--- src/rtl/bir_pkg.sv ---
// ---------------------------------------------------------------------------
// bir_pkg
// shared widths, codes and types of the bilinear image resampler
// ---------------------------------------------------------------------------
package bir_pkg;

  localparam int DEF_MAX_WIDTH  = 256;
  localparam int DEF_MAX_HEIGHT = 256;
  localparam int DEF_CHANNELS   = 3;

  localparam int COORD_W   = 12;
  localparam int STEP_W    = 24;
  localparam int FRAC_W    = 16;
  localparam int PROD_W    = COORD_W + STEP_W;
  localparam int INT_W     = PROD_W - FRAC_W;
  localparam int PIX_W     = 8;
  localparam int CH_W      = 2;
  localparam int CFG_IDX_W = 2;
  localparam int CFG_DAT_W = STEP_W;

  localparam int FIFO_DEPTH = 2;

  // register indexes
  localparam logic [CFG_IDX_W-1:0] REG_MODE   = 2'd0;
  localparam logic [CFG_IDX_W-1:0] REG_X_STEP = 2'd1;
  localparam logic [CFG_IDX_W-1:0] REG_Y_STEP = 2'd2;

  localparam logic MODE_NEAREST  = 1'b0;
  localparam logic MODE_BILINEAR = 1'b1;

  localparam logic OP_WRITE  = 1'b0;
  localparam logic OP_SAMPLE = 1'b1;

  localparam logic [STEP_W-1:0] STEP_ONE = 24'd65536;

  typedef logic [1:0] kind_t;
  localparam kind_t K_WRITE = 2'd0;
  localparam kind_t K_ZERO  = 2'd1;
  localparam kind_t K_ONE   = 2'd2;
  localparam kind_t K_FOUR  = 2'd3;

  typedef struct packed {
    logic              mode;
    logic [STEP_W-1:0] x_step;
    logic [STEP_W-1:0] y_step;
  } cfg_t;

  typedef struct packed {
    kind_t              kind;
    logic [COORD_W-1:0] r0;
    logic [COORD_W-1:0] r1;
    logic [COORD_W-1:0] c0;
    logic [COORD_W-1:0] c1;
    logic [CH_W-1:0]    ch;
    logic [PIX_W-1:0]   val;
    logic [FRAC_W-1:0]  fx;
    logic [FRAC_W-1:0]  fy;
  } cmd_t;

endpackage

--- src/rtl/bir_fifo.sv ---
// ---------------------------------------------------------------------------
// bir_fifo
// short command queue between front and back
// ---------------------------------------------------------------------------
module bir_fifo #(
  parameter int DEPTH = bir_pkg::FIFO_DEPTH
) (
  input  logic          clk,
  input  logic          rst_n,
  input  logic          wr_en,
  input  bir_pkg::cmd_t wr_data,
  output logic          full,
  input  logic          rd_en,
  output bir_pkg::cmd_t rd_data,
  output logic          rd_valid
);
  import bir_pkg::*;

  localparam int PW = (DEPTH > 1) ? $clog2(DEPTH) : 1;
  localparam int CW = $clog2(DEPTH + 1);
  localparam logic [PW-1:0] LAST = PW'(DEPTH - 1);
  localparam logic [CW-1:0] FULL_CNT = CW'(DEPTH);

  cmd_t          entry_r [DEPTH];
  logic [PW-1:0] wr_ptr_r, wr_ptr_nxt, rd_ptr_r, rd_ptr_nxt;
  logic [CW-1:0] cnt_r, cnt_nxt;
  logic          do_wr, do_rd;

  assign full     = cnt_r == FULL_CNT;
  assign rd_valid = cnt_r != '0;
  assign rd_data  = entry_r[rd_ptr_r];
  assign do_wr    = wr_en && !full;
  assign do_rd    = rd_en && rd_valid;

  always_comb begin
    wr_ptr_nxt = wr_ptr_r;
    rd_ptr_nxt = rd_ptr_r;
    cnt_nxt    = cnt_r;
    if (do_wr) wr_ptr_nxt = (wr_ptr_r == LAST) ? '0 : wr_ptr_r + 1'b1;
    if (do_rd) rd_ptr_nxt = (rd_ptr_r == LAST) ? '0 : rd_ptr_r + 1'b1;
    if (do_wr && !do_rd) cnt_nxt = cnt_r + 1'b1;
    if (do_rd && !do_wr) cnt_nxt = cnt_r - 1'b1;
  end

  always_ff @(posedge clk) begin
    if (!rst_n) begin
      wr_ptr_r <= '0;
      rd_ptr_r <= '0;
      cnt_r    <= '0;
    end else begin
      wr_ptr_r <= wr_ptr_nxt;
      rd_ptr_r <= rd_ptr_nxt;
      cnt_r    <= cnt_nxt;
    end
  end

  always_ff @(posedge clk) begin
    if (do_wr) entry_r[wr_ptr_r] <= wr_data;
  end

endmodule

--- config.mk ---
export PLATFORM = sky130hd
export DESIGN_NAME = bir_fifo
export DESIGN_NICKNAME = d
export VERILOG_FILES = /design/src/rtl/bir_pkg.sv /design/src/rtl/bir_fifo.sv
export SDC_FILE = /design/constraint.sdc
export NUM_CORES = 1
export LEC_CHECK = 0
export BUFFER_PORTS_ARGS = -buffer_cell sky130_fd_sc_hd__buf_2
export CORE_UTILIZATION = 26
export DETAILED_ROUTE_END_ITERATION = 12
export RECOVER_POWER = 100
export SETUP_SLACK_MARGIN = 0.2
export SYNTH_ARGS = -nofsm -noshare
export SYNTH_HDL_FRONTEND = slang
export SYNTH_SLANG_ARGS = --single-unit
export TNS_END_PERCENT = 5
--- constraint.sdc ---
create_clock -name clk -period 3.92 [get_ports clk]
set_input_delay 0 -clock clk [delete_from_list [all_inputs] [get_ports clk]]
set_output_delay 0 -clock clk [all_outputs]
set_load 0.1 [all_outputs]
# Word-level counts from Yosys, hierarchy flattened

Memories as Yosys holds them, arrays and structs flattened. A register that Yosys moved wholly into a read port is not among the register bits.
Index checks and enable logic that the tools add are counted.

Register bits: 4
Word-level logic and storage cells: 26
Bits in writable memories: 184
Output and inout bits: 94
Bits of input ports: 96
Memories: 1

Multiplexer cells: 8
Eq/ne operators: 1
Reductions and logical operators: 9
Add/sub/neg operators: 4

Memories:

| memory  | words | width | rd ports | clocked after memory_dff | write ports | line           | RTL |
|---|---|---|---|---|---|---|---|
| entry_r | 2     | 92    | 1        | 1                        | 1           | bir_fifo.sv:24 | `cmd_t entry_r [DEPTH];` |

Operator list:

| cell                                                               | number |
|---|---|
| 1-bit 2-to-1 mux                                                   | 6 |
| 1-bit logical AND                                                  | 4 |
| 2-bit 2-to-1 mux                                                   | 2 |
| 2-bit nonzero test                                                 | 2 |
| 1-bit zero test                                                    | 3 |
| 1-bit adder, second input constant                                 | 2 |
| 2-bit by 1-bit adder with 2-bit output, second input constant      | 1 |
| 2-bit == test, second input constant                               | 1 |
| 2-bit by 1-bit subtractor with 2-bit output, second input constant | 1 |

# Longest topological paths before layout

Gate-level depths: netlist (run 1).

Depth in word-level cells: 6
Gate-level depth with buffers: 6
Mapped depth without buffers: 6

# Worst setup path before layout (run 1)

Ideal clock, no wire load.

Path type: register to register
Start: register cnt_r[0]
End: memory entry_r[0][0] in the netlist's numbering, enable pin
Arrival time: 2.917 ns
Slack: 0.558 ns
Stages on the path, launching flop included: 5
Buffers on the path: 0
Cell sequence: dfxtp_1 nand2b_2 inv_2 or3_1 inv_1

Word-level cells in the longest chain between the ends: 5

RTL lines:

| item                                   | line           | RTL |
|---|---|---|
| from (decl)                            | bir_fifo.sv:26 | `logic [CW-1:0] cnt_r, cnt_nxt;` |
| from (signal assigned)                 | bir_fifo.sv:53 | `cnt_r <= cnt_nxt;` |
| 2-bit == test                          | bir_fifo.sv:29 | `assign full = cnt_r == FULL_CNT;` |
| via full                               | bir_fifo.sv:12 | `output logic full,` |
| 1-bit zero test                        | bir_fifo.sv:32 | `assign do_wr = wr_en && !full;` |
| 1-bit logical AND                      | bir_fifo.sv:32 |  |
| 1-bit 2-to-1 mux                       | bir_fifo.sv:58 | `if (do_wr) entry_r[wr_ptr_r] <= wr_data;` |
| 1-bit 2-to-1 mux (not written as such) | bir_fifo.sv:58 |  |
| to (decl)                              | bir_fifo.sv:24 |  |

The timed path passes the listed nets, and every way through them passes these cells.

==> flow_summary.toml, run 1 <==
[clock_tree]
insertion_delay_ns = 0.42
cts_buffer_depth = 2
ctsResizeCount = 0
clk_transition_reported_paths_ns = 0.07
root_buffer = "clkbuf_16"
cts_sinks = 189
cts_buffers = 17
cts-htree-levels = 4
tritoncts = "done"
postCtsSetupRepairBufs = 0

[worst_setup_path]
crit_slowest_cell = "dfxtp_4"
worst_setup_path_end_kind = "output port"
worst-endpoint-required_ns = 3.92
worst-path-max-fanout = 86
cp_common_cell = "clkbuf_1"
max_stage_delay_ns = 1.05
path_cells = "clkbuf_1, mux2_2, clkbuf_1"
worst-path-buf-inv = 2
critical_path.top_delay_family = "buffers and inverters"
r2r-start = "cnt_r[0]"
critical_path_class = "flop to output port"
crit_path_start_kind = "flop"
crit_arrival_ns = 3.06

[place]
place_hpwl_um = 8390
gp_congestion = 0.685
place_ws_ns = 1.49
io_buffers = 189
place_inst = 829

[finish]
regArea_um2 = 5630
drive_gt1_frac = 0.242
multi_input_area_um2 = 1160
antenna_cells = 0
finalNetCount = 704
fin_cells = 955
layout_common_cells = "184 x edfxtp_1, 169 x clkbuf_1, 94 x dlygate4sd3_1"
final_common_cell = "edfxtp_1"
area_growth_pct = 38.6
final_core_util = 0.365
fillers = 2481

[grt]
grt_pass1_wl_um = 20600
grt_overflow = 0
grt_max_degree = 93
grt_pass1_vias = 4083
antenna_found_initial = 0
grt_usage = 0.102

[logic_synthesis]
netlist_area_um2 = 6850
synthSimpleGateAreaFrac = 0.00822
synth_xor_area_frac = 0.00384
synth_fp_nets = 409
synth_top_family_by_area = "multiplexers"
synth_cell_types = 18
synthCells = 312
ys_ff_latch = 189
ys_warn_count = 0
synth_compound_area_frac = 0.00475
ys_seq_area_frac = 0.821
avgSynthCellArea_um2 = 22.0
synthAdderAreaFrac = 0.00183
synthMuxAreaShare = 0.151

[sta]
fin_setup_tns_ns = 0
hold_viol_final = 0
rsz0062_at_grt = "no"
report.final.slew_viol_count = 168
fin_ws_ns = 0.856
min_period_over_period = 0.782
slew_headroom = -0.381
setup_viol = 0
finClkSkew_ns = 0.00855
fmax_mhz = 326
finalCriticalPeriod_ns = 3.06
worstMarginPinSlew_ns = 2.07

[status]
status = "complete, but fails checks"
violations = "capacitance limit, slew limit"

[hold_path]
hold_path.class = "input port to flop"
hold_start = "rd_en"

[routing]
routed-via-count = 3843
drc_errors = 0
detail_route.wl_per_cell_um = 14.4
postRouteAntennaNets = 0
vias_per_cell = 4.02
drtIter0Drc = 164
drt-total-wl_um = 13800
drtPass1Iterations = 4

[floorplan]
die_w_um = 164
core_um2 = 26000
rows = 59
ios = 190
chipHeight_um = 164
die_area_um2 = 27000
start_util = 0.264

[run]
drv_cap = 2
flip-flops by register name (all words and copies together), names as in the netlist, named ones only:
register	flops
entry_r	184
wr_ptr_r	1
rd_ptr_r	1
cnt_r	2
metrics by stage:
step	cell area [µm²]	hold WS, ns
2_1_floorplan	6850	0.0989
3_3_place_gp	8200	0.188
3_5_place_dp	8200	0.192
4_1_cts	9720	0.0263
5_1_grt	9500	0.0519
6_report	9500	0.0433
Yosys cell counts:
master    number  area (µm²)
or2_2          1        6.26
buf_2         10        50.1
ha_1           1        12.5
o21a_1         1        7.51
edfxtp_1     184        5530
inv_2          1        3.75
and3_1         1        6.26
inv_1          2        7.51
and2_1         1        6.26
nor2b_1        2        12.5
o21ai_0        2        10.0
dfxtp_1        5         100
or3_1          2        12.5
a21boi_1       2        15.0
nand2b_2       1        8.76
nand2_1        1        3.75
xnor2_1        3        26.3
mux2_2        92        1040
routing by layer:
| layer | part of all wire | wire [µm] | vias to the layer above | GRT usage |
|---|---|---|---|---|
| met4 | 0.0095 | 131 | 0 | 0.0400 |
| met1 | 0.43 | 5910 | 1920 | 0.118 |
| met5 | 0 | 0 | - | 0 |
| met2 | 0.53 | 7260 | 96 | 0.179 |
| met3 | 0.034 | 473 | 5 | 0.0265 |
| li1 | - | - | 1822 | - |
worst min-delay path, delay by kind of cell:
family | cells | cell delay (ns)
and+or+nand+nor | 1 | 0.10
AOI/OAI and AO/OA | 1 | 0.16
buffers and inverters | 1 | 0.08
xor gates and xnor gates | 1 | 0.09
timing repair:
action | in CTS | in global routing
setup endpoints to repair | 0 | 0
endpoints found under the hold margin | 189 | 0
hold buffers | 94 | 0
cells by family (layout without fill, tap and decap cells):
logic type | after synthesis | count (layout)
AO/OA/AOI/OAI | 5 | 5
XOR/XNOR | 3 | 3
adder cells (fa/ha/maj) | 1 | 1
buffers and inverters | 13 | 321
flip-flops | 189 | 189
multiplexers | 92 | 92
AND/OR/NAND/NOR | 9 | 9
final timing paths:
check                           slack (ns)  cells after the start              to
worst max-delay path                  0.86                      3      rd_data[9]
worst max register to register        0.93                      3  entry_r[1][25]
worst min-delay path                  0.04                      4            flop
worst min register to register        0.52                      2        wr_ptr_r
final cells by class:
class                      instances  share of cell area
clock inverter                    15              0.0165
clock buffer                      17              0.0448
timing repair buffer             286               0.178
multi-input combinational        110               0.123
inverter                           3             0.00119
sequential                       189               0.593
tap                              335              0.0441
Power of run 1 is left out: the tool's default activity adds up to more than one toggle a clock period on the data nets, which glitch-free logic cannot reach.
==> inputs of run 2 (changes only) <==
- clock period: 3.92 -> 2.5 ns (I/O delays scaled with it)
==> run 2 against run 1 <==
  * The run now ends clean
  * Clock-buffer cell count unchanged
  * Global-route usage grew 0.072 points
  * Core utilization is 0.77 points higher
  * Worst setup slack got worse by 0.53 ns
  * Via count decreased by 0.18%
  * Highest routed layer unchanged
  * Sequential share of layout area is 1.2 points lower
  * Worst hold slack worse by 0.0013 ns
  * Flip-flop and latch count is the same
  * Critical path type unchanged
  * Final cell count grew 0.31%
  * Non-clock buffer count increased by 3
  * First-iteration DRC count shrank 2.4%
==> flow_summary.toml, run 2 (synthesized netlist as in run 1, its figures left out) <==
[grt]
grt_usage = 0.103
grt_overflow = 0
grt_max_degree = 93
grt_pass1_vias = 4089
antenna_found_initial = 0
grt_pass1_wl_um = 20700

[routing]
vias_per_cell = 4.00
drtPass1Iterations = 4
drtIter0Drc = 160
detail_route.wl_per_cell_um = 14.5
drc_errors = 0
routed-via-count = 3836
drt-total-wl_um = 13900
postRouteAntennaNets = 0

[finish]
final_common_cell = "edfxtp_1"
antenna_cells = 0
top_register = "entry_r"
drive_gt1_frac = 0.404
area_growth_pct = 41.5
largest_register_ffs = 184
biggestRegsByFlops = "entry_r (184), cnt_r (2)"
layout_common_cells = "184 x edfxtp_1, 94 x dlygate4sd3_1, 92 x mux2_2"
stdcell_area_um2 = 9700
finalNetCount = 707

[place]
place_ws_ns = 0.586
placed_area_um2 = 8280
gp_congestion = 0.735
place_hpwl_um = 8530
io_buffers = 189

[clock_tree]
root_buffer = "clkbuf_16"
cts-htree-levels = 4
cts_sinks = 189
ctsResizeCount = 0
cts_buffer_depth = 2
tritoncts = "done"
clk_transition_reported_paths_ns = 0.08
insertion_delay_ns = 0.42
cts_buffers = 17

[floorplan]
die_area_um2 = 27000
start_util = 0.264
die_w_um = 164
chipHeight_um = 164
rows = 59
ios = 190
core_um2 = 26000

[worst_setup_path]
critical_path_class = "flop to output port"
worst_setup_path_end_kind = "output port"
crit_path_start_kind = "flop"
worst-path-max-fanout = 28
worst-endpoint-required_ns = 2.50
crit_arrival_ns = 2.17

[sta]
report.final.slew_viol_count = 0
min_period_over_period = 0.869
finClkSkew_ns = 0.0113
rsz0062_at_grt = "no"
finalCriticalPeriod_ns = 2.17
worstMarginPinSlew_ns = 1.21
fmax_mhz = 460
setup_viol = 0
fin_ws_ns = 0.328
slew_headroom = 0.196
hold_viol_final = 0

[run]
drv_cap = 0

[status]
status = "completed"

[hold_path]
hold_path.class = "input port to flop"
## run 2: cell count changes in the layout (fill, tap and decap cells not counted), sizes merged
cell / previous run / this run
buf: 20 / 66
clkinv: 7 / 6
clkbuf: 189 / 146
clkinvlp: 1 / 2
## run 2: layout make-up
type | count | area (µm²)
fill | 2455 | 16300
inverter | 3 | 25.0
clock buffer | 17 | 425
multi-input combinational | 110 | 1160
tap | 335 | 419
clock inverter | 15 | 173
timing repair buffer | 289 | 1860
sequential | 189 | 5630
## run 2: metal layers
metal / wire length (µm) / part of all wire / GRT usage / up-vias
li1: - / - / - / 1826
met1: 5710 / 0.41 / 0.114 / 1880
met2: 7220 / 0.52 / 0.182 / 119
met3: 730 / 0.053 / 0.0328 / 11
met4: 217 / 0.016 / 0.0421 / 0
met5: 0 / 0 / 0 / -
## run 2: worst paths after layout
| kind | startpoint | endpoint | slack [ns] | cells after the start |
|---|---|---|---|---|
| min | rd_en | flop | 0.04 | 4 |
| min reg2reg | wr_ptr_r | wr_ptr_r | 0.50 | 2 |
| max reg2reg | cnt_r[0] | entry_r[0][4] | 0.34 | 5 |
| max | flop | rd_data[16] | 0.33 | 3 |
## run 2: critical path, cell delays in order, from the launching register on
cell and delay, ns:
dfxtp_4 0.62, clkbuf_2 0.42, mux2_2 0.40, buf_2 0.30
## run 2: per-stage QoR
step / instances / util / setup TNS [ns] / hold slack, ns
2_1_floorplan: 312 / - / -0.776 / 0.0989
3_3_place_gp: 832 / 0.319 / 0 / 0.187
3_5_place_dp: 832 / 0.319 / 0 / 0.191
4_1_cts: 958 / 0.378 / 0 / 0.0206
5_1_grt: 958 / 0.373 / 0 / 0.0467
6_report: 958 / 0.373 / 0 / 0.0420
## run 2: what timing repair did
action	CTS	global route
hold buffers	94	0
setup endpoints to repair	0	0
hold endpoints to repair	189	0
setup buffers	0	0
Power of run 2 is left out for the same reason.
