<file path="src/rtl/bir_pkg.sv">
// ---------------------------------------------------------------------------
// bir_pkg
// shared widths, codes and types of the bilinear image resampler
// ---------------------------------------------------------------------------
package bir_pkg;

  localparam int DEF_MAX_WIDTH  = 256;
  localparam int DEF_MAX_HEIGHT = 256;
  localparam int DEF_CHANNELS   = 3;

  localparam int COORD_W   = 12;
  localparam int STEP_W    = 24;
  localparam int FRAC_W    = 16;
  localparam int PROD_W    = COORD_W + STEP_W;
  localparam int INT_W     = PROD_W - FRAC_W;
  localparam int PIX_W     = 8;
  localparam int CH_W      = 2;
  localparam int CFG_IDX_W = 2;
  localparam int CFG_DAT_W = STEP_W;

  localparam int FIFO_DEPTH = 2;

  // register indexes
  localparam logic [CFG_IDX_W-1:0] REG_MODE   = 2'd0;
  localparam logic [CFG_IDX_W-1:0] REG_X_STEP = 2'd1;
  localparam logic [CFG_IDX_W-1:0] REG_Y_STEP = 2'd2;

  localparam logic MODE_NEAREST  = 1'b0;
  localparam logic MODE_BILINEAR = 1'b1;

  localparam logic OP_WRITE  = 1'b0;
  localparam logic OP_SAMPLE = 1'b1;

  localparam logic [STEP_W-1:0] STEP_ONE = 24'd65536;

  typedef logic [1:0] kind_t;
  localparam kind_t K_WRITE = 2'd0;
  localparam kind_t K_ZERO  = 2'd1;
  localparam kind_t K_ONE   = 2'd2;
  localparam kind_t K_FOUR  = 2'd3;

  typedef struct packed {
    logic              mode;
    logic [STEP_W-1:0] x_step;
    logic [STEP_W-1:0] y_step;
  } cfg_t;

  typedef struct packed {
    kind_t              kind;
    logic [COORD_W-1:0] r0;
    logic [COORD_W-1:0] r1;
    logic [COORD_W-1:0] c0;
    logic [COORD_W-1:0] c1;
    logic [CH_W-1:0]    ch;
    logic [PIX_W-1:0]   val;
    logic [FRAC_W-1:0]  fx;
    logic [FRAC_W-1:0]  fy;
  } cmd_t;

endpackage

</file>
<file path="src/rtl/bir_if.sv">
// ---------------------------------------------------------------------------
// bir_in_if / bir_out_if
// valid/ready channels of the resampler
// ---------------------------------------------------------------------------
interface bir_in_if;
  logic                        valid;
  logic                        ready;
  logic                        operation;
  logic [bir_pkg::COORD_W-1:0] row;
  logic [bir_pkg::COORD_W-1:0] col;
  logic [bir_pkg::CH_W-1:0]    channel;
  logic [bir_pkg::PIX_W-1:0]   value;

  modport source (output valid, operation, row, col, channel, value, input ready);
  modport sink   (input valid, operation, row, col, channel, value, output ready);
endinterface


</file>
<file path="src/rtl/bir_front.sv">
// ---------------------------------------------------------------------------
// bir_front
// takes input beats, scales coordinates and sorts them into commands
// ---------------------------------------------------------------------------
module bir_front #(
  parameter int MAX_WIDTH  = bir_pkg::DEF_MAX_WIDTH,
  parameter int MAX_HEIGHT = bir_pkg::DEF_MAX_HEIGHT,
  parameter int CHANNELS   = bir_pkg::DEF_CHANNELS
) (
  input  logic          clk,
  input  logic          rst_n,
  bir_in_if.sink        in_chan,
  input  bir_pkg::cfg_t cfg,
  output bir_pkg::cmd_t push_cmd,
  output logic          push,
  input  logic          full
);
  import bir_pkg::*;

  localparam int CMP_W = COORD_W + 1;
  localparam logic [INT_W-1:0]   Y_LIM  = INT_W'(MAX_HEIGHT);
  localparam logic [INT_W-1:0]   Y_LIM1 = INT_W'(MAX_HEIGHT - 1);
  localparam logic [INT_W-1:0]   X_LIM  = INT_W'(MAX_WIDTH);
  localparam logic [INT_W-1:0]   X_LIM1 = INT_W'(MAX_WIDTH - 1);
  localparam logic [COORD_W-1:0] Y_TOP  = COORD_W'(MAX_HEIGHT - 1);
  localparam logic [COORD_W-1:0] X_TOP  = COORD_W'(MAX_WIDTH - 1);
  localparam logic [CMP_W-1:0]   ROW_LIM = CMP_W'(MAX_HEIGHT);
  localparam logic [CMP_W-1:0]   COL_LIM = CMP_W'(MAX_WIDTH);
  localparam logic [CH_W:0]      CH_LIM  = (CH_W + 1)'(CHANNELS);

  logic               f1_v_r, f1_v_nxt;
  logic               f1_op_r;
  logic [COORD_W-1:0] f1_row_r, f1_col_r;
  logic [CH_W-1:0]    f1_ch_r;
  logic [PIX_W-1:0]   f1_val_r;
  logic [PROD_W-1:0]  f1_yp_r, f1_xp_r;

  logic               accept, advance, drop;
  logic [INT_W-1:0]   yint, xint;
  logic [FRAC_W-1:0]  fy, fx;
  logic               ch_ok;

  assign accept = in_chan.valid && in_chan.ready;
  assign advance = f1_v_r && (drop || !full);
  assign in_chan.ready = !f1_v_r || advance;
  assign push = f1_v_r && !drop && !full;

  always_comb begin
    f1_v_nxt = f1_v_r;
    if (advance) f1_v_nxt = 1'b0;
    if (accept) f1_v_nxt = 1'b1;
  end

  always_ff @(posedge clk) begin
    if (!rst_n) begin
      f1_v_r <= 1'b0;
    end else begin
      f1_v_r <= f1_v_nxt;
    end
  end

  always_ff @(posedge clk) begin
    if (accept) begin
      f1_op_r  <= in_chan.operation;
      f1_row_r <= in_chan.row;
      f1_col_r <= in_chan.col;
      f1_ch_r  <= in_chan.channel;
      f1_val_r <= in_chan.value;
      f1_yp_r  <= PROD_W'(in_chan.row) * PROD_W'(cfg.y_step);
      f1_xp_r  <= PROD_W'(in_chan.col) * PROD_W'(cfg.x_step);
    end
  end

  // classify the held beat
  always_comb begin
    yint  = f1_yp_r[PROD_W-1:FRAC_W];
    xint  = f1_xp_r[PROD_W-1:FRAC_W];
    fy    = f1_yp_r[FRAC_W-1:0];
    fx    = f1_xp_r[FRAC_W-1:0];
    ch_ok = {1'b0, f1_ch_r} < CH_LIM;
    drop  = (f1_op_r == OP_WRITE) &&
            !(({1'b0, f1_row_r} < ROW_LIM) && ({1'b0, f1_col_r} < COL_LIM) && ch_ok);

    push_cmd     = '0;
    push_cmd.ch  = f1_ch_r;
    push_cmd.val = f1_val_r;
    push_cmd.fx  = fx;
    push_cmd.fy  = fy;
    if (f1_op_r == OP_WRITE) begin
      push_cmd.kind = K_WRITE;
      push_cmd.r0   = f1_row_r;
      push_cmd.c0   = f1_col_r;
    end else begin
      push_cmd.r0 = (yint >= Y_LIM)  ? Y_TOP : yint[COORD_W-1:0];
      push_cmd.c0 = (xint >= X_LIM)  ? X_TOP : xint[COORD_W-1:0];
      push_cmd.r1 = (yint >= Y_LIM1) ? Y_TOP : yint[COORD_W-1:0] + 1'b1;
      push_cmd.c1 = (xint >= X_LIM1) ? X_TOP : xint[COORD_W-1:0] + 1'b1;
      if (!ch_ok) begin
        push_cmd.kind = K_ZERO;
      end else if (cfg.mode == MODE_NEAREST || (fx == '0 && fy == '0)) begin
        push_cmd.kind = K_ONE;
      end else begin
        push_cmd.kind = K_FOUR;
      end
    end
  end

endmodule

</file>
<file path="src/flat_wrapper.sv">
// flat-port wrapper written by rule: the top's interface ports become plain ports
module bir_front_flat import bir_pkg::*;
#(
  parameter int MAX_WIDTH  = bir_pkg::DEF_MAX_WIDTH,
  parameter int MAX_HEIGHT = bir_pkg::DEF_MAX_HEIGHT,
  parameter int CHANNELS   = bir_pkg::DEF_CHANNELS
)
  (clk, rst_n, cfg, push_cmd, push, full, in_chan_valid, in_chan_operation, in_chan_row, in_chan_col, in_chan_channel, in_chan_value, in_chan_ready);
  bir_in_if in_chan_i ();
  input  logic clk;
  input  logic rst_n;
  input  bir_pkg::cfg_t cfg;
  output bir_pkg::cmd_t push_cmd;
  output logic push;
  input  logic full;
  input wire logic [$bits(in_chan_i.valid)-1:0] in_chan_valid;
  input wire logic [$bits(in_chan_i.operation)-1:0] in_chan_operation;
  input wire logic [$bits(in_chan_i.row)-1:0] in_chan_row;
  input wire logic [$bits(in_chan_i.col)-1:0] in_chan_col;
  input wire logic [$bits(in_chan_i.channel)-1:0] in_chan_channel;
  input wire logic [$bits(in_chan_i.value)-1:0] in_chan_value;
  output wire logic [$bits(in_chan_i.ready)-1:0] in_chan_ready;
  assign in_chan_i.valid = in_chan_valid;
  assign in_chan_i.operation = in_chan_operation;
  assign in_chan_i.row = in_chan_row;
  assign in_chan_i.col = in_chan_col;
  assign in_chan_i.channel = in_chan_channel;
  assign in_chan_i.value = in_chan_value;
  assign in_chan_ready = in_chan_i.ready;
  bir_front #(.MAX_WIDTH(MAX_WIDTH), .MAX_HEIGHT(MAX_HEIGHT), .CHANNELS(CHANNELS)) u_core (.clk(clk), .rst_n(rst_n), .in_chan(in_chan_i), .cfg(cfg), .push_cmd(push_cmd), .push(push), .full(full));
endmodule
</file>
<file path="config.mk">
export PLATFORM = sky130hd
export DESIGN_NAME = bir_front_flat
export DESIGN_NICKNAME = d
export VERILOG_FILES = /design/src/rtl/bir_pkg.sv /design/src/rtl/bir_if.sv /design/src/rtl/bir_front.sv /design/src/flat_wrapper.sv
export SDC_FILE = /design/constraint.sdc
export NUM_CORES = 1
export LEC_CHECK = 0
export BUFFER_PORTS_ARGS = -buffer_cell sky130_fd_sc_hd__buf_4
export CAP_MARGIN = 20
export CORE_MARGIN = 2
export CORE_UTILIZATION = 60
export DETAILED_ROUTE_END_ITERATION = 8
export PLACE_DENSITY = 0.89
export SYNTH_ARGS = -nofsm -noshare
export SYNTH_HDL_FRONTEND = slang
export SYNTH_SLANG_ARGS = --single-unit
</file>
<file path="constraint.sdc">
create_clock -name clk -period 8.3 [get_ports clk]
set_input_delay 1.245 -clock clk [delete_from_list [all_inputs] [get_ports clk]]
set_output_delay 1.245 -clock clk [all_outputs]
set_load 0.01 [all_outputs]
</file>
# Word-level counts from Yosys, hierarchy flattened
# Index checks and enable logic that the tools add are counted.
# word_totals
reg_bits	108
out_inout_bits	94
wordCells	51
# op_classes
n_addsub	2
multipliers	2
n_lt_le_gt_ge	7
n_mux	12
bitwise_logic	2
n_reduce_logical	18
# ops
op	n
$mux 12	7
$mul 12x24->36	2
$ge 20x8->1 const B	2
$ge 20x9->1 const B	2
$logic_not 16->1	2
$add 12x1->12 const B	2
$lt 12x9->1 const B	2
$mux 14	1
$logic_and 1x1->1	8
$logic_not 1->1	4
$logic_or 1x1->1	3
$mux 1	3
$lt 2x2->1 const B	1
$mux 2	1
$not 1->1	2
$reduce_bool 2->1	1

# Depth between registers and ports, before layout
# Gate-level depths: netlist (run 1).
# logic_depth
depth_word	10
depth_mapped	21
depth_no_buf	19

# Least setup slack after synthesis (run 1)
# OpenSTA, ideal clock, no wires.
# synth_timing
path_kind	input to register
start	input port full
end	register u_core.f1_ch_r[0] (enable)
arrival_ps	6153
required_time_ps	7713
slack_ps	1560
cell_stages	2
path_cell_list	and2_1 -> nor2b_1
# synth_between
elab_chain_len	5
# synth_rtl
item	line	text
start, declared	flat_wrapper.sv:15	input logic full;
$logic_not 1->1	bir_front.sv:44	assign advance = f1_v_r && (drop || !full);
$logic_or 1x1->1	bir_front.sv:44	
$logic_and 1x1->1	bir_front.sv:44	
$logic_or 1x1->1	bir_front.sv:45	assign in_chan.ready = !f1_v_r || advance;
$logic_and 1x1->1	bir_front.sv:43	assign accept = in_chan.valid && in_chan.ready;
via u_core.accept	bir_front.sv:38	logic accept, advance, drop;
end signal, assigned	bir_front.sv:67	f1_ch_r <= in_chan.channel;
end, declared	bir_front.sv:34	logic [CH_W-1:0] f1_ch_r;
# The timed path passes the listed nets, and every way through them passes these cells.
# A chain may end at the register's enable or synchronous reset.

# Final worst setup path (run 1)
# layout_timing
start	input port in_chan_row[3]
end	register u_core.f1_yp_r[30], data pin
# layout_between
elab_chain_len	1
# layout_rtl
item	line	text
start, declared	flat_wrapper.sv:18	input wire logic [$bits(in_chan_i.row)-1:0] in_chan_row;
$mul 12x24->36	bir_front.sv:69	f1_yp_r <= PROD_W'(in_chan.row) * PROD_W'(cfg.y_step);
end signal, assigned	bir_front.sv:69	
end, declared	bir_front.sv:36	logic [PROD_W-1:0] f1_yp_r, f1_xp_r;
# Every way passes these cells.

==> results of run 1 <==
-- state kept, by name, indices dropped and copies added (netlist names) --
register	count
u_core.f1_v_r	1
u_core.f1_ch_r	2
u_core.f1_op_r	1
u_core.f1_xp_r	36
u_core.f1_row_r	12
u_core.f1_col_r	12
u_core.f1_val_r	8
u_core.f1_yp_r	36
-- stage by stage --
step | std cells | hold WS (ns)
2_1_floorplan | 2492 | 0.6891
3_3_place_gp | 2978 | 0.7981
3_5_place_dp | 2978 | 0.8373
4_1_cts | 2994 | 0.8506
5_1_grt | 2994 | 0.8685
6_report | 2994 | 0.8441
-- cell usage in the layout (no fill, tap or decap), drive strengths merged, types with 3 or more instances in the layout --
master / Yosys / final
o2111ai: 4 / 4
inv: 517 / 520
and2: 175 / 175
nor3: 7 / 7
fa: 440 / 440
a21o: 25 / 25
xnor2: 37 / 37
a2111oi: 4 / 4
clkbuf: 117 / 9
or3: 4 / 4
o21bai: 13 / 13
nor2: 64 / 64
edfxtp: 107 / 107
nand2b: 4 / 4
xor2: 33 / 33
a211o: 3 / 3
nand3: 22 / 22
o21ai: 33 / 33
nor4: 18 / 18
and3: 8 / 8
o31ai: 7 / 7
nand3b: 3 / 3
o211ai: 5 / 5
clkinv: 0 / 3
buf: 41 / 176
o21a: 15 / 15
a21boi: 17 / 17
a211oi: 6 / 6
nand2: 450 / 450
conb: 1 / 8
a21oi: 72 / 72
a31oi: 15 / 15
o41ai: 4 / 4
ha: 152 / 152
nor2b: 16 / 16
nand4: 21 / 21
-- Yosys cell counts (3+ instances only) --
library cell | instances | area share, %
inv_1 | 517 | 8.6
nand2_1 | 450 | 7.5
fa_1 | 440 | 39
and2_1 | 174 | 4.8
ha_1 | 152 | 8.4
clkbuf_1 | 117 | 2.0
edfxtp_1 | 107 | 14
a21oi_1 | 72 | 1.6
nor2_1 | 64 | 1.1
buf_4 | 40 | 1.3
xnor2_1 | 37 | 1.4
xor2_1 | 33 | 1.3
o21ai_0 | 32 | 0.71
a21o_1 | 24 | 0.80
nand3_1 | 22 | 0.49
nand4_1 | 21 | 0.58
nor4_1 | 18 | 0.50
a21boi_0 | 17 | 0.57
nor2b_1 | 16 | 0.44
a31oi_1 | 15 | 0.42
o21a_1 | 15 | 0.50
o21bai_1 | 13 | 0.43
and3_1 | 8 | 0.22
nor3_1 | 7 | 0.16
o31ai_1 | 7 | 0.23
a211oi_1 | 5 | 0.17
o211ai_1 | 5 | 0.17
a2111oi_0 | 4 | 0.16
nand2b_1 | 4 | 0.11
o2111ai_1 | 4 | 0.16
o41ai_1 | 4 | 0.16
or3_1 | 4 | 0.11
a211o_1 | 3 | 0.12
nand3b_1 | 3 | 0.10
-- worst register-to-register path, delay by kind of cell (launching register included) --
family,cells,cell delay (ns)
AOI/OAI and AO/OA,1,0.25
buffers and inverters,2,1.33
and+or+nand+nor,4,0.69
DFF,1,0.40
-- kinds of logic (layout without fill, tap and decap cells) --
logic type      count (synthesis)  after routing  share of synthesized area [%]
flops                         108            108                          14.36
mux                             1              1                        0.04446
xor+xnor                       70             70                          2.723
simple gates                  799            799                          16.40
compound gates                239            239                          6.958
fa+ha+maj                     592            592                          47.57
other cells                     1              8                        0.01666
buf+inv                       675            709                          11.93
-- power groups by stage --
stage                     clock (mW)  combinational, mW  sequential, mW
after floorplan                    0               6.57            1.30
after global placement             0               8.16            1.33
after detailed placement           0               8.50            1.34
after CTS                      0.476               8.58            1.33
after global routing           0.495               9.74            1.35
final                          0.467               8.69            1.33
-- area by class of cell --
cell class | count | area (um2)
Clock buffer | 9 | 225.2
Clock inverter | 7 | 88.84
Fill cell | 2769 | 12760
Inverter | 517 | 1941
Multi-Input combinational cell | 1709 | 16630
Sequential cell | 108 | 3233
Tap cell | 468 | 585.6
Timing Repair Buffer | 176 | 1321
-- how the worst min path moves through the flow --
stage / from / to / slack (ns) / depth (start not counted)
after detailed placement: u_core.f1_v_r / u_core.f1_v_r / 0.84 / 3
after floorplan: u_core.f1_v_r / u_core.f1_v_r / 0.69 / 3
after global routing: u_core.f1_v_r / u_core.f1_v_r / 0.87 / 3
after CTS: u_core.f1_v_r / u_core.f1_v_r / 0.85 / 3
after global placement: u_core.f1_v_r / u_core.f1_v_r / 0.80 / 3
final: u_core.f1_v_r / u_core.f1_v_r / 0.84 / 3
-- routing by layer --
layer	vias up	global-route usage, %	routed length (um)
met3	253	4.446	4401
li1	7588	-	-
met2	987	51.45	27840
met5	-	0	0
met4	0	16.24	3150
met1	8699	36.08	19990
==> results.yml, run 1 <==
status:
  status: "completed"
drt:
  dr.pass1.iters: 6
  drt_wl_total_um: 55380
  drc: 0
  wl_per_cell_um: 18.50
  drt_iter0_markers: 1381
  drtAntennaViolNets: 0
  via_per_inst: 5.854
  num_vias: 17527
floorplan:
  die_h_um: 197.7
  die-area_um2: 39090
  initial_core_util_pct: 61.20
  ios: 182
  core_area_um2: 36790
  die_w_um: 197.7
  rows: 70
worst_setup_path:
  r2r_start: "u_core.f1_ch_r[0]"
  rrSetupSlack_ns: 5.23
  crit_buf_inv: 4
  cp-start-kind: "input port"
  critPathMaxStageDelay_ns: 0.62
  r2r_cells: 7
  cp.arrival_ns: 6.57
  cp_slowest_cell: "a221oi_1"
  crit_end: "u_core.f1_yp_r[30]"
  crit_start: "in_chan_row[3]"
  crit_family: "adder cells"
  crit_path_max_fanout: 25
  path_cells: "buf_4, nand2_1, fa_1, fa_1, fa_1, inv_1, fa_1, inv_1, fa_1, inv_1, ha_1, o21ai_1, o21bai_1, o211ai_1, a221oi_1, nor2_1, o41ai_1, xor2_1"
  crit_required_ns: 8.40
  r2r-end: "u_core.f1_val_r[4]"
  endpoint_kind: "flop"
  critPathKind: "input port to flop"
  cpMostUsedCell: "fa_1"
  worstSetupPathDepth: 18
cells_and_area:
  areaGrowthSynthToFinish_pct: 6.708
  fin_area_um2: 24020
  fin_nets: 3201
  fin_util_pct: 65.31
  post_route_cells_drive_above_1_share_pct: 8.036
  antenna_cells: 0
power:
  switching_share_pct: 52.92
  combPwrFrac_pct: 82.8
  power.density_nw_per_um2: 436.6
  switching_power_mw: 5.550
  clockPowerShare_pct: 4.4
  vdd_drop_max_v: 0.0004314
  internal_power_mw: 4.938
  power.leakage_nw: 11.98
  total_power_mw: 10.49
  power_frac_seq_pct: 12.7
placement:
  place_congestion: 0.9263
  post-dp-hpwl_um: 44150
  place_area_um2: 23710
  place_ws_ns: 1.540
  place.port_buffers: 173
grt:
  grt_pass1_vias: 19281
  grtUsageTotal_pct: 29.77
  antenna_found_initial: 1
  grt_max_degree: 59
  grt_pass1_wl_um: 91720
  overflow: 0
synth:
  synth-edff-count: 107
  ys_warn_count: 0
  yosys_register_bits: 108
  synth_area_um2: 22510
  synthDistinctLibCells: 57
  synth_seq_area_share_pct: 14.36
  avgSynthCellArea_um2: 9.059
  async_reset_ff_share_pct: 0
  synth_flop_cell: "edfxtp_1"
  syn_inst: 2485
clock_tree:
  post_cts_buffers: 0
  htree_levels: 3
  cts_resized: 0
  cts_tree: "done"
  cts-root-buf: "clkbuf_16"
  insertion_delay_ns: 0.36
  cts-buffers-inserted: 9
  ctsHoldBuffers: 0
  clock_sinks: 108
  clk_path_buf_depth: 2
  clkSlewWorstSetupHoldPaths_ns: 0.08
sta:
  fin_ws_ns: 1.823
  slew-limit-headroom_pct: 45.95
  worst_slew_pin_slew_ns: 0.8003
  post-route-min-period_ns: 6.477
  maxClockFrequency_ghz: 0.1544
  finalHoldViolCount: 0
  finClkSkew_ns: 0.01255
  fin_crit_sh_pct: 78.03
  slew_viol_final: 0
  rsz0062_at_grt: "no"
  setup_viol: 0
  fin_tns_setup_ns: 0
worst_hold_path:
  holdCritPathClass: "flop to flop"
job:
  cap_violations: 0
Power figures use the tool's default switching activity.
==> inputs of run 2 (changes only) <==
--- a/config.mk
+++ b/config.mk
@@ -8,9 +8,9 @@
 export BUFFER_PORTS_ARGS = -buffer_cell sky130_fd_sc_hd__buf_4
 export CAP_MARGIN = 20
 export CORE_MARGIN = 2
-export CORE_UTILIZATION = 60
+export CORE_UTILIZATION = 57
 export DETAILED_ROUTE_END_ITERATION = 8
-export PLACE_DENSITY = 0.89
+export PLACE_DENSITY = 0.88
 export SYNTH_ARGS = -nofsm -noshare
 export SYNTH_HDL_FRONTEND = slang
 export SYNTH_SLANG_ARGS = --single-unit
==> constraint.sdc (replaced) <==
create_clock -name clk -period 5.7 [get_ports clk]
set_input_delay 0.855 -clock clk [delete_from_list [all_inputs] [get_ports clk]]
set_output_delay 0.855 -clock clk [all_outputs]
set_load 0.01 [all_outputs]
==> results.yml, run 2 (synthesis gave the netlist of run 1 again) <==
worst_hold_path:
  worstHoldPathCells: 1
  holdPathEnd: "u_core.f1_val_r[7]"
  min_from: "in_chan_value[7]"
  holdCritPathClass: "input port to flop"
clock_tree:
  cts_tree: "done"
  htree_levels: 3
  clock_sinks: 108
  clkSlewWorstSetupHoldPaths_ns: 0.09
  ctsHoldBuffers: 0
  cts-root-buf: "clkbuf_16"
  cts-buffers-inserted: 9
  insertion_delay_ns: 0.36
  clk_path_buf_depth: 2
worst_setup_path:
  cp-start-kind: "input port"
  critPathKind: "input port to flop"
  r2r_cells: 7
  crit_path_max_fanout: 5
  cpMostUsedCell: "fa_1"
  crit_required_ns: 5.80
  r2r_start: "u_core.f1_col_r[9]"
  critPathMaxStageDelay_ns: 0.54
  cp_slowest_cell: "fa_1"
  r2r-end: "u_core.f1_row_r[7]"
  path_cells: "buf_4, buf_4, nand2_1, fa_1, fa_1, fa_1, inv_1, fa_1, inv_1, fa_1, inv_1, ha_4, o21ai_2, or3_1, a31o_1, a211oi_4, o2111ai_2, a32oi_1, or3b_1"
  cp.arrival_ns: 5.80
  endpoint_kind: "flop"
  rrSetupSlack_ns: 2.31
placement:
  post-dp-hpwl_um: 48010
  place_area_um2: 25430
  place_congestion: 0.9103
  place.port_buffers: 173
grt:
  overflow: 0
  grt_max_degree: 59
  grt_pass1_wl_um: 95890
  antenna_found_initial: 0
  grt_pass1_vias: 20280
  grtUsageTotal_pct: 28.86
sta:
  finClkSkew_ns: 0.01440
  slew_viol_final: 0
  fin_crit_sh_pct: 99.91
  rsz0062_at_grt: "yes"
  slew-limit-headroom_pct: 44.26
  setup_viol: 0
  worst_slew_pin_slew_ns: 0.8284
  whs_ns: 0.6649
  finalHoldViolCount: 0
  fin_tns_setup_ns: 0
  post-route-min-period_ns: 5.695
  maxClockFrequency_ghz: 0.1756
cells_and_area:
  fin_area_um2: 25980
  antenna_cells: 0
  top_regs: "u_core.f1_xp_r: 36 flops, u_core.f1_yp_r: 36 flops"
  final_cell_mix: "515 x inv_1, 449 x nand2_1, 437 x fa_1"
  fin_nets: 3413
  layout_commonest_cell: "inv_1"
  post_route_cells_drive_above_1_share_pct: 16.51
  areaGrowthSynthToFinish_pct: 15.40
  fin_util_pct: 66.91
job:
  cap_violations: 0
floorplan:
  rows: 72
  die_w_um: 202.7
  core_area_um2: 38830
  ios: 182
  die-area_um2: 41100
  die_h_um: 202.7
  initial_core_util_pct: 57.98
drt:
  drtAntennaViolNets: 0
  dr.pass1.iters: 5
  drt_wl_total_um: 57190
  via_per_inst: 5.582
  wl_per_cell_um: 17.57
  num_vias: 18174
  drc: 0
  drt_iter0_markers: 1183
status:
  status: "completed"
-- run 2: metrics by stage --
step	setup WS [ns]	std cells
3_5_place_dp	-0.3995	3238
5_1_grt	-0.1392	3256
3_3_place_gp	-0.2647	3238
2_1_floorplan	-0.01359	2492
6_report	0.005300	3256
4_1_cts	0.004461	3254
-- run 2: layout make-up --
| type | instances | area [um2] |
|---|---|---|
| multi-input combinational | 1709 | 16860 |
| fill | 2866 | 12850 |
| sequential | 108 | 3233 |
| timing repair buffer | 388 | 2990 |
| inverter | 517 | 1941 |
| tap | 518 | 648.1 |
| clock buffer | 9 | 225.2 |
| clock inverter | 7 | 86.33 |
-- run 2: how the worst max path moves through the flow --
stage	from	end	slack, ns
final	in_chan_row[7]	u_core.f1_yp_r[35]	0.005
after CTS	in_chan_row[7]	u_core.f1_yp_r[30]	0.004
after global placement	in_chan_row[7]	u_core.f1_yp_r[34]	-0.26
after floorplan	in_chan_row[7]	u_core.f1_yp_r[35]	-0.01
after global routing	in_chan_row[7]	u_core.f1_yp_r[35]	-0.14
after detailed placement	in_chan_row[7]	u_core.f1_yp_r[34]	-0.40
-- run 2: per-layer routing --
metal	vias up	global-route usage [%]	wire length [um]	part of all wire [%]
met4	0	11.86	2394	4.2
met1	9137	35.76	21870	38
li1	8020	-	-	-
met3	205	3.403	3647	6.4
met5	-	0	0	0
met2	812	51.44	29280	51
-- run 2: worst max-delay path: cells and delay by family --
kind            cells  cell delay [ns]
simple gates        3             0.79
buf+inv             5             0.42
fa+ha+maj           6             2.73
compound gates      5             0.99
-- run 2: timing repair --
item | in CTS | in global routing
setup buffers | 0 | 2
pin swaps | 0 | 21
hold endpoints to repair | 0 | 0
endpoints found under the setup margin | 1 | 26
gates resized for setup | 1 | 52
gates cloned | 0 | 0
Power of run 2 is left out: the tool's default activity adds up to more than one toggle a clock period on the data nets, which glitch-free logic cannot reach.
